## src/rtl/core/fsc_pkg.sv

```systemverilog
// ---------------------------------------------------------------------------
// fsc_pkg: shared types, grids and lookup functions
// Four-square cipher over two fixed 6x6 symbol grids.
// ---------------------------------------------------------------------------
package fsc_pkg;

	typedef struct packed {
		logic       cmd;
		logic [7:0] text_byte;
	} in_item_t;

	typedef struct packed {
		logic [7:0] out_byte;
		logic       last_of_run;
	} out_item_t;

	localparam int GRID_SIDE = 6;
	localparam int RES_MAX   = 3;

	localparam logic CMD_TEXT = 1'b0;
	localparam logic CMD_EOL  = 1'b1;

	localparam logic [7:0] UNKNOWN_MARK = 8'h23;
	localparam logic [7:0] PAD_BYTE     = 8'h20;
	localparam logic [7:0] NEWLINE_BYTE = 8'h0A;

	typedef logic [2:0] grid_idx_t;

	// Cell 0 sits in the most significant byte, row-major order
	localparam logic [0:5][0:5][7:0] PLAIN_GRID =
		"abcdefghijklmnopqrstuvwxyz!?.,()\"/: ";
	localparam logic [0:5][0:5][7:0] KEYED_GRID =
		"hq/nkracuo\"tslfb(vpx:mg?i!zjeyd ,w).";

	typedef struct packed {
		logic      found;
		grid_idx_t row;
		grid_idx_t col;
	} grid_hit_t;

	typedef struct packed {
		logic       decrypt;
		logic [7:0] a;
		logic [7:0] b;
		grid_idx_t  kcol_first;
		grid_idx_t  kcol_second;
	} pair_req_t;

	typedef struct packed {
		logic [7:0] byte0;
		logic [7:0] byte1;
		grid_idx_t  kcol_first;
		grid_idx_t  kcol_second;
	} pair_res_t;

	function automatic logic [7:0] to_lower(logic [7:0] c);
		if (c >= 8'h41 && c <= 8'h5A) begin
			return c + 8'h20;
		end
		return c;
	endfunction

	// Symbols are unique in each grid, so at most one cell matches
	function automatic grid_hit_t grid_find(logic keyed, logic [7:0] c);
		grid_hit_t hit;
		logic [7:0] sym;
		hit = '0;
		for (int r = 0; r < GRID_SIDE; r++) begin
			for (int k = 0; k < GRID_SIDE; k++) begin
				sym = keyed ? KEYED_GRID[r][k] : PLAIN_GRID[r][k];
				if (sym == c) begin
					hit.found = 1'b1;
					hit.row   = grid_idx_t'(r);
					hit.col   = grid_idx_t'(k);
				end
			end
		end
		return hit;
	endfunction

	function automatic logic [7:0] grid_char(logic keyed, grid_idx_t row, grid_idx_t col);
		return keyed ? KEYED_GRID[row][col] : PLAIN_GRID[row][col];
	endfunction

endpackage

```

## src/rtl/core/four_square_cipher_6x6.sv

```systemverilog
// ---------------------------------------------------------------------------
// four_square_cipher_6x6: streaming four-square cipher, 6x6 grids
// Lowercases and pairs text bytes, emits cipher bytes and line ends.
// ---------------------------------------------------------------------------
//  Channel   Handshake                 Payload      Transaction
//  in        in_valid / in_stall       in_data      one text byte or end of line
//  out       out_valid / out_stall     out_data     one result byte
//  cfg       psel/penable/pwrite/...   pwdata[0]    decrypt_mode at address 0
//
//  An item is registered in item_s1; its results are then written into the
//  result queue, which drives out. A new item is taken every cycle while
//  the queue (four entries) has room for three results after this cycle's
//  pop, so the sustained rate is set by the output port: one result per cycle.
//  Reset clears the pair state, kept columns, mode and queue.
//  A stall on out backs up through the queue into in_stall.
// ---------------------------------------------------------------------------
module four_square_cipher_6x6 (
	input  logic                clk,
	input  logic                arst_n,
	input  logic                in_valid,
	output logic                in_stall,
	input  fsc_pkg::in_item_t   in_data,
	output logic                out_valid,
	input  logic                out_stall,
	output fsc_pkg::out_item_t  out_data,
	input  logic                psel,
	input  logic                penable,
	input  logic                pwrite,
	input  logic [2:0]          paddr,
	input  logic [31:0]         pwdata,
	output logic [31:0]         prdata,
	output logic                pready
);

	logic                decrypt_q;
	logic                valid_s1;
	fsc_pkg::in_item_t   item_s1;
	logic [7:0]          pending_q;
	logic                have_pending_q;
	fsc_pkg::grid_idx_t  kcol_first_q;
	fsc_pkg::grid_idx_t  kcol_second_q;

	logic [2:0]          q_count;
	logic [2:0]          q_after_pop;
	logic                advance;
	logic [7:0]          c_low;
	logic [1:0]          push_n;
	fsc_pkg::out_item_t  push_data [fsc_pkg::RES_MAX];
	fsc_pkg::pair_req_t  pair_req;
	fsc_pkg::pair_res_t  pair_res;

	// config port
	assign pready = 1'b1;
	assign prdata = {31'd0, decrypt_q};

	always_ff @(posedge clk or negedge arst_n) begin
		if (!arst_n) begin
			decrypt_q <= 1'b0;
		end else if (psel && penable && pwrite && !paddr[2]) begin
			decrypt_q <= pwdata[0];
		end
	end

	// issue control
	assign q_after_pop = q_count - 3'(out_valid && !out_stall);
	assign advance     = valid_s1 && (q_after_pop <= 3'd1);
	assign in_stall    = valid_s1 && !advance;

	always_ff @(posedge clk or negedge arst_n) begin
		if (!arst_n) begin
			valid_s1 <= 1'b0;
		end else if (!in_stall) begin
			valid_s1 <= in_valid;
		end
	end

	always_ff @(posedge clk) begin
		if (!in_stall) begin
			item_s1 <= in_data;
		end
	end

	// pair lookup
	assign c_low = fsc_pkg::to_lower(item_s1.text_byte);

	always_comb begin
		pair_req.decrypt     = decrypt_q;
		pair_req.a           = pending_q;
		pair_req.b           = (item_s1.cmd == fsc_pkg::CMD_EOL) ? fsc_pkg::PAD_BYTE : c_low;
		pair_req.kcol_first  = kcol_first_q;
		pair_req.kcol_second = kcol_second_q;
	end

	fsc_pair u_pair (
		.req (pair_req),
		.res (pair_res)
	);

	always_comb begin
		push_n       = 2'd0;
		push_data[0] = '{out_byte: pair_res.byte0, last_of_run: 1'b0};
		push_data[1] = '{out_byte: pair_res.byte1, last_of_run: 1'b1};
		push_data[2] = '{out_byte: fsc_pkg::NEWLINE_BYTE, last_of_run: 1'b1};
		if (advance) begin
			if (item_s1.cmd == fsc_pkg::CMD_TEXT) begin
				push_n = have_pending_q ? 2'd2 : 2'd0;
			end else if (have_pending_q) begin
				push_n = 2'd3;
				push_data[1].last_of_run = 1'b0;
			end else begin
				push_n = 2'd1;
				push_data[0] = '{out_byte: fsc_pkg::NEWLINE_BYTE, last_of_run: 1'b1};
			end
		end
	end

	always_ff @(posedge clk or negedge arst_n) begin
		if (!arst_n) begin
			have_pending_q <= 1'b0;
			kcol_first_q   <= '0;
			kcol_second_q  <= '0;
		end else if (advance) begin
			if (item_s1.cmd == fsc_pkg::CMD_TEXT && !have_pending_q) begin
				have_pending_q <= 1'b1;
			end else begin
				have_pending_q <= 1'b0;
				if (have_pending_q) begin
					kcol_first_q  <= pair_res.kcol_first;
					kcol_second_q <= pair_res.kcol_second;
				end
			end
		end
	end

	always_ff @(posedge clk) begin
		if (advance && item_s1.cmd == fsc_pkg::CMD_TEXT && !have_pending_q) begin
			pending_q <= c_low;
		end
	end

	fsc_rfifo u_rfifo (
		.clk       (clk),
		.arst_n    (arst_n),
		.push_n    (push_n),
		.push_data (push_data),
		.out_valid (out_valid),
		.out_stall (out_stall),
		.out_data  (out_data),
		.count     (q_count)
	);

	a_run_whole: assert property (@(posedge clk) disable iff (!arst_n)
		out_valid && !out_data.last_of_run |-> q_count >= 3'd2)
		else $error("partial result run in queue");

	a_eol_closes: assert property (@(posedge clk) disable iff (!arst_n)
		advance && item_s1.cmd == fsc_pkg::CMD_EOL |=> !have_pending_q)
		else $error("pair left open after end of line");

	a_first_opens: assert property (@(posedge clk) disable iff (!arst_n)
		advance && item_s1.cmd == fsc_pkg::CMD_TEXT && !have_pending_q |=> have_pending_q)
		else $error("first byte did not open a pair");

	a_col_range: assert property (@(posedge clk) disable iff (!arst_n)
		kcol_first_q < 3'(fsc_pkg::GRID_SIDE) && kcol_second_q < 3'(fsc_pkg::GRID_SIDE))
		else $error("kept column out of range");

endmodule

```

## src/rtl/core/fsc_pair.sv

```systemverilog
// ---------------------------------------------------------------------------
// fsc_pair: four-square lookup of one byte pair
// Finds both bytes in the input grid and swaps columns into the output grid.
// ---------------------------------------------------------------------------
module fsc_pair (
	input  fsc_pkg::pair_req_t req,
	output fsc_pkg::pair_res_t res
);

	fsc_pkg::grid_hit_t hit_a;
	fsc_pkg::grid_hit_t hit_b;
	fsc_pkg::grid_idx_t kcf;
	fsc_pkg::grid_idx_t kcs;

	always_comb begin
		hit_a = fsc_pkg::grid_find(req.decrypt, req.a);
		hit_b = fsc_pkg::grid_find(req.decrypt, req.b);
		// a miss leaves the column from the last hit in place
		kcs = hit_a.found ? hit_a.col : req.kcol_second;
		kcf = hit_b.found ? hit_b.col : req.kcol_first;
		res.kcol_first  = kcf;
		res.kcol_second = kcs;
		res.byte0 = hit_a.found ? fsc_pkg::grid_char(!req.decrypt, hit_a.row, kcf)
		                        : fsc_pkg::UNKNOWN_MARK;
		res.byte1 = hit_b.found ? fsc_pkg::grid_char(!req.decrypt, hit_b.row, kcs)
		                        : fsc_pkg::UNKNOWN_MARK;
	end

endmodule

```

## src/rtl/core/fsc_rfifo.sv

```systemverilog
// ---------------------------------------------------------------------------
// fsc_rfifo: result queue
// Four entries; takes up to three results per cycle, gives one per cycle while out is not stalled.
// ---------------------------------------------------------------------------
module fsc_rfifo (
	input  logic                  clk,
	input  logic                  arst_n,
	input  logic [1:0]            push_n,
	input  fsc_pkg::out_item_t    push_data [fsc_pkg::RES_MAX],
	output logic                  out_valid,
	input  logic                  out_stall,
	output fsc_pkg::out_item_t    out_data,
	output logic [2:0]            count
);

	localparam int DEPTH = 4;

	fsc_pkg::out_item_t mem_q [DEPTH];
	logic [1:0] wr_ptr_q;
	logic [1:0] rd_ptr_q;
	logic [2:0] count_q;
	logic       pop;

	assign out_valid = (count_q != 3'd0);
	assign out_data  = mem_q[rd_ptr_q];
	assign pop       = out_valid && !out_stall;
	assign count     = count_q;

	always_ff @(posedge clk) begin
		for (int k = 0; k < fsc_pkg::RES_MAX; k++) begin
			if (2'(k) < push_n) begin
				mem_q[wr_ptr_q + 2'(k)] <= push_data[k];
			end
		end
	end

	always_ff @(posedge clk or negedge arst_n) begin
		if (!arst_n) begin
			wr_ptr_q <= '0;
			rd_ptr_q <= '0;
			count_q  <= '0;
		end else begin
			wr_ptr_q <= wr_ptr_q + push_n;
			rd_ptr_q <= rd_ptr_q + 2'(pop);
			count_q  <= count_q + 3'(push_n) - 3'(pop);
		end
	end

	a_count_bound: assert property (@(posedge clk) disable iff (!arst_n)
		count_q <= 3'(DEPTH))
		else $error("result queue overflow");

	a_no_pop_empty: assert property (@(posedge clk) disable iff (!arst_n)
		count_q == 3'd0 |=> count_q <= 3'd3)
		else $error("result queue grew past three from empty");

	a_ptr_gap: assert property (@(posedge clk) disable iff (!arst_n)
		(count_q == 3'd0 || count_q == 3'(DEPTH)) |-> wr_ptr_q == rd_ptr_q)
		else $error("result queue pointers disagree with count");

endmodule

```

## config.mk

```make
export PLATFORM = sky130hd
export DESIGN_NAME = four_square_cipher_6x6
export DESIGN_NICKNAME = d
export VERILOG_FILES = /design/src/rtl/core/fsc_pkg.sv /design/src/rtl/core/four_square_cipher_6x6.sv /design/src/rtl/core/fsc_pair.sv /design/src/rtl/core/fsc_rfifo.sv
export SDC_FILE = /design/constraint.sdc
export NUM_CORES = 1
export LEC_CHECK = 0
export BUFFER_PORTS_ARGS = -buffer_cell sky130_fd_sc_hd__buf_2
export CORE_ASPECT_RATIO = 0.75
export CORE_MARGIN = 10
export CORE_UTILIZATION = 50
export CTS_CLUSTER_DIAMETER = 120
export CTS_CLUSTER_SIZE = 14
export DETAILED_ROUTE_END_ITERATION = 16
export GPL_TIMING_DRIVEN = 0
export PLACE_DENSITY_LB_ADDON = 0.1
export SLEW_MARGIN = 30
export SYNTH_ARGS = -nofsm -noshare
export SYNTH_HDL_FRONTEND = slang
export SYNTH_SLANG_ARGS = --single-unit
```

## constraint.sdc

```tcl
create_clock -name clk -period 5.9 [get_ports clk]
set_input_delay 0 -clock clk [delete_from_list [all_inputs] [get_ports clk]]
set_output_delay 0 -clock clk [all_outputs]
set_load 0.05 [all_outputs]
```

==> flow_summary_export.csv <==
group,metric,value,unit
run_status,status,"complete, no violations",
final_layout,multi_input_area,0.00614,sq mm
place,pre_cts_slack,-0.226,ns
place,dp_cells,1347,
global_route,grt_pass1_vias,8481,
clocking,htreeDepth,3,
timing,finalHoldViolCount,0,
timing,max_slew_margin,34.9,%
yosys,synth-main-ff-cell,"dfxtp_1",
yosys,ys_types,111,
yosys,synth-edff-count,17,
final_layout,final_nets,1245,
yosys,synthesis.area,0.00833,sq mm
drt,routed_wl,31200,um
worst_setup_path,max_stage_delay,0.53,ns
yosys,ys_warn_count,0,
drt,via_count,9371,
timing,layout_setup_ws,0.239,ns
drt,viasPerCell,6.82,
global_route,antenna_found_initial,0,
timing,setup_tns,0,ns
yosys,synth-async-reset-ratio,24.6,%
global_route,grt_overflow_total,0,
die,initial_core_util,51.5,%
power_and_ir_drop,powerDensity,685,mW/mm^2
global_route,grt_use_total,26.4,%
final_layout,drive_above_1_share,16.9,%
drt,antenna_left,0,
drt,drc_errors,0,
worst_setup_path,critPathCaptureType,"register",
final_layout,ff_latch_area,0.00155,sq mm
clocking,cts_tree,"done",
worst_setup_path,cp_max_fo,10,
yosys,synth_simple_gate_area_share,27.9,%
die,die-area,0.0223,sq mm
yosys,synth_fa_ha_area_share,5.20,%
yosys,ys_ff_latch,65,
die,fp.dieH,132,um
power_and_ir_drop,peakVddDrop,0.364,mV
final_layout,fin_area,0.00936,sq mm
timing,skew,0.00590,ns
run,drv_cap,0,
clocking,cts.sinks,65,
worst_setup_path,critPathRequiredTime,6.07,ns
place,place_congestion,1.05,
yosys,postSynthCellCount,1076,
final_layout,finish.utilization,57.9,%
clocking,clkTransAtPathRegs,0.06,ns
clocking,cts_inserted_buffers,9,
die,pin_count,95,
yosys,synthMuxAreaShare,6.91,%
yosys,synth_compound_area_share,28.9,%
final_layout,final_cells,1375,
die,die_w,169,um
worst_setup_path,path_cells,"buf_2, a21oi_1, nor2_1, o311a_1, a31oi_1, a21oi_1, or2_0, clkbuf_1, nor4_2, buf_2, buf_4, inv_1, ha_1, nor3_4, nor3_2, a211oi_1, a211oi_1, o31ai_4, a22o_1, a21oi_1",
global_route,grt_max_degree,17,
clocking,root_buffer,"clkbuf_16",
timing,period_share,95.9,%
worst_setup_path,cp.arrival,5.83,ns
timing,period_needed,5.66,ns
yosys,synth_xor_area_share,2.40,%
place,io_buffers,28,
drt,first_pass_iters,7,
final_layout,num_antenna_cells,0,
clocking,post_cts_buffers,0,
die,core-area,0.0162,sq mm
final_layout,area_delta_synth_final,12.4,%
timing,setup-violations-final,0,
place,placed_cell_area,0.00890,sq mm
yosys,synth_top_family_by_area,"compound AO/OA/AOI/OAI gates",
worst_hold_path,min_path_type,"input pin to register",
final_layout,fillers,1541,
yosys,seq_area_frac_synth,18.6,%
timing,slew_violations,0,
worst_setup_path,criticalPathCategory,"register to register",
place,dp_hpwl,23700,um
yosys,syn_avg_cell_area,7.74,sq um
drt,drt_iter0_markers,1473,
timing,rsz0062_at_grt,"no",
timing,worstMarginPinSlew,0.969,ns
global_route,grt_pass1_wl,48400,um
worst_setup_path,slowest_stage,"edfxtp_1",
power_and_ir_drop,p_leak,3.68,nW
die,row_count,40,
timing,fmax,0.177,GHz
clocking,clockBufferDepth,2,
drt,wire_per_inst,22.7,um
worst_setup_path,cp-start-kind,"register",
worst_setup_path,crit_top_cell,"a21oi_1",
clocking,clkLatencyLatePin,0.34,ns
[kinds of logic after synthesis]
family	after synthesis
buffers and inverters	151
AND/OR/NAND/NOR	422
XOR/XNOR	22
flip-flops	65
AO/OA/AOI/OAI	339
multiplexers	41
other	2
adder cells (fa/ha/maj)	34
[per-stage QoR]
stage / hold WS, ns / power (mW)
floorplan: -0.296 / 4.33
global placement: -0.0405 / 5.55
detailed placement: -0.0401 / 5.56
CTS: 0.0444 / 6.15
global route: 0.0765 / 6.77
finish: 0.0458 / 6.42
[final timing paths]
path	start	to	slack [ns]	depth (start not counted)
worst max-delay path	item_s1[2]$_DFFE_PN_	u_rfifo.mem_q[2][4]$_SDFFE_PP1P_	0.24	20
worst min-delay path	pwrite	decrypt_q$_DFFE_PN0P_	0.05	3
worst max register to register	item_s1[2]$_DFFE_PN_	u_rfifo.mem_q[2][4]$_SDFFE_PP1P_	0.24	20
worst min register to register	item_s1[0]$_DFFE_PN_	pending_q[0]$_DFFE_PP_	0.45	0
max in group asynchronous	arst_n	kcol_second_q[0]$_DFFE_PN0P_	5.45	2
min in group asynchronous	arst_n	u_rfifo.rd_ptr_q[0]$_DFF_PN0_	0.14	2
[Yosys cell counts, types with 12 or more instances]
master	n	area, sq um
a211oi_1	18	135
a21oi_1	58	290
a22oi_1	14	105
a31oi_1	15	93.8
and3_1	12	75.1
buf_2	31	155
buf_4	36	270
buf_6	12	135
clkbuf_1	30	113
dfrtp_1	16	400
dfxtp_1	32	641
edfxtp_1	17	510
ha_1	33	413
inv_1	32	120
mux2i_1	20	200
nand2_1	84	315
nand2b_1	24	150
nand3_1	33	165
nand3b_1	14	105
nand4_1	15	93.8
nor2_1	89	334
nor2b_1	14	87.6
nor3_1	33	165
o211ai_1	15	113
o21ai_0	61	305
o22ai_1	12	75.1
or3_1	20	125
xnor2_1	12	105
[cells in the final DEF, fill, tap and decap left out, types with 14 or more instances in the layout]
master	netlist	final
a21oi_1	58	58
nor2b_1	14	14
nand3_1	33	33
edfxtp_1	17	17
a211oi_1	18	18
or3_1	20	20
conb_1	2	33
inv_1	32	32
dfrtp_1	16	16
nand4_1	15	15
nand2b_1	24	24
ha_1	33	33
buf_4	36	37
o21ai_0	61	60
dfxtp_1	32	32
a22oi_1	14	14
o211ai_1	15	15
buf_2	31	60
nand2_1	84	84
nand3b_1	14	14
nor2_1	89	89
a31oi_1	15	15
clkbuf_1	30	30
mux2i_1	20	20
nor3_1	33	29
[where the power goes]
part	leakage (nW)	internal (mW)	total [mW]	switching, mW
logic	2.91	1.72	5.02	3.30
registers	0.623	0.688	0.843	0.155
clock network	0.148	0.332	0.555	0.224
[worst max-delay path: cells and delay by family (launching register included)]
family	cells	cell delay, ns
AOI/OAI and AO/OA	9	2.21
and+or+nand+nor	5	1.21
buffers and inverters	5	1.10
DFF	1	0.53
adders and majority gates	1	0.44
[metal layers]
layer / global-route usage [%] / up-vias / share of wire, %
li1: - / 4200 / -
met1: 39.6 / 4353 / 44
met2: 35.7 / 755 / 40
met3: 7.03 / 61 / 14
met4: 6.32 / 2 / 1.9
met5: 2.51 / - / 0.22
[state kept, by name, summed over array words and instances, names as in the netlist]
| signal | count |
|---|---|
| u_rfifo.mem_q | 32 |
| kcol_second_q | 3 |
| kcol_first_q | 3 |
| u_rfifo.wr_ptr_q | 2 |
| decrypt_q | 1 |
| have_pending_q | 1 |
| item_s1 | 9 |
| valid_s1 | 1 |
| u_rfifo.count | 3 |
| pending_q | 8 |
| u_rfifo.rd_ptr_q | 2 |
[timing repair]
item                                    CTS  global route
resized for setup                         1             8
hold buffers                             12             0
endpoints found under the setup margin    4            16
hold endpoints to repair                 27             0
[cell type report]
cell class	instances	share of cell area (%)
plain buffers	117	7.54
clock buffers	9	2.41
clock inverters	7	0.828
inverters	34	1.36
multi-input cells	891	65.6
flip-flops and latches	65	16.6
well taps	210	2.81
repair buffers	42	2.91
(Power assumes the default switching activity.)
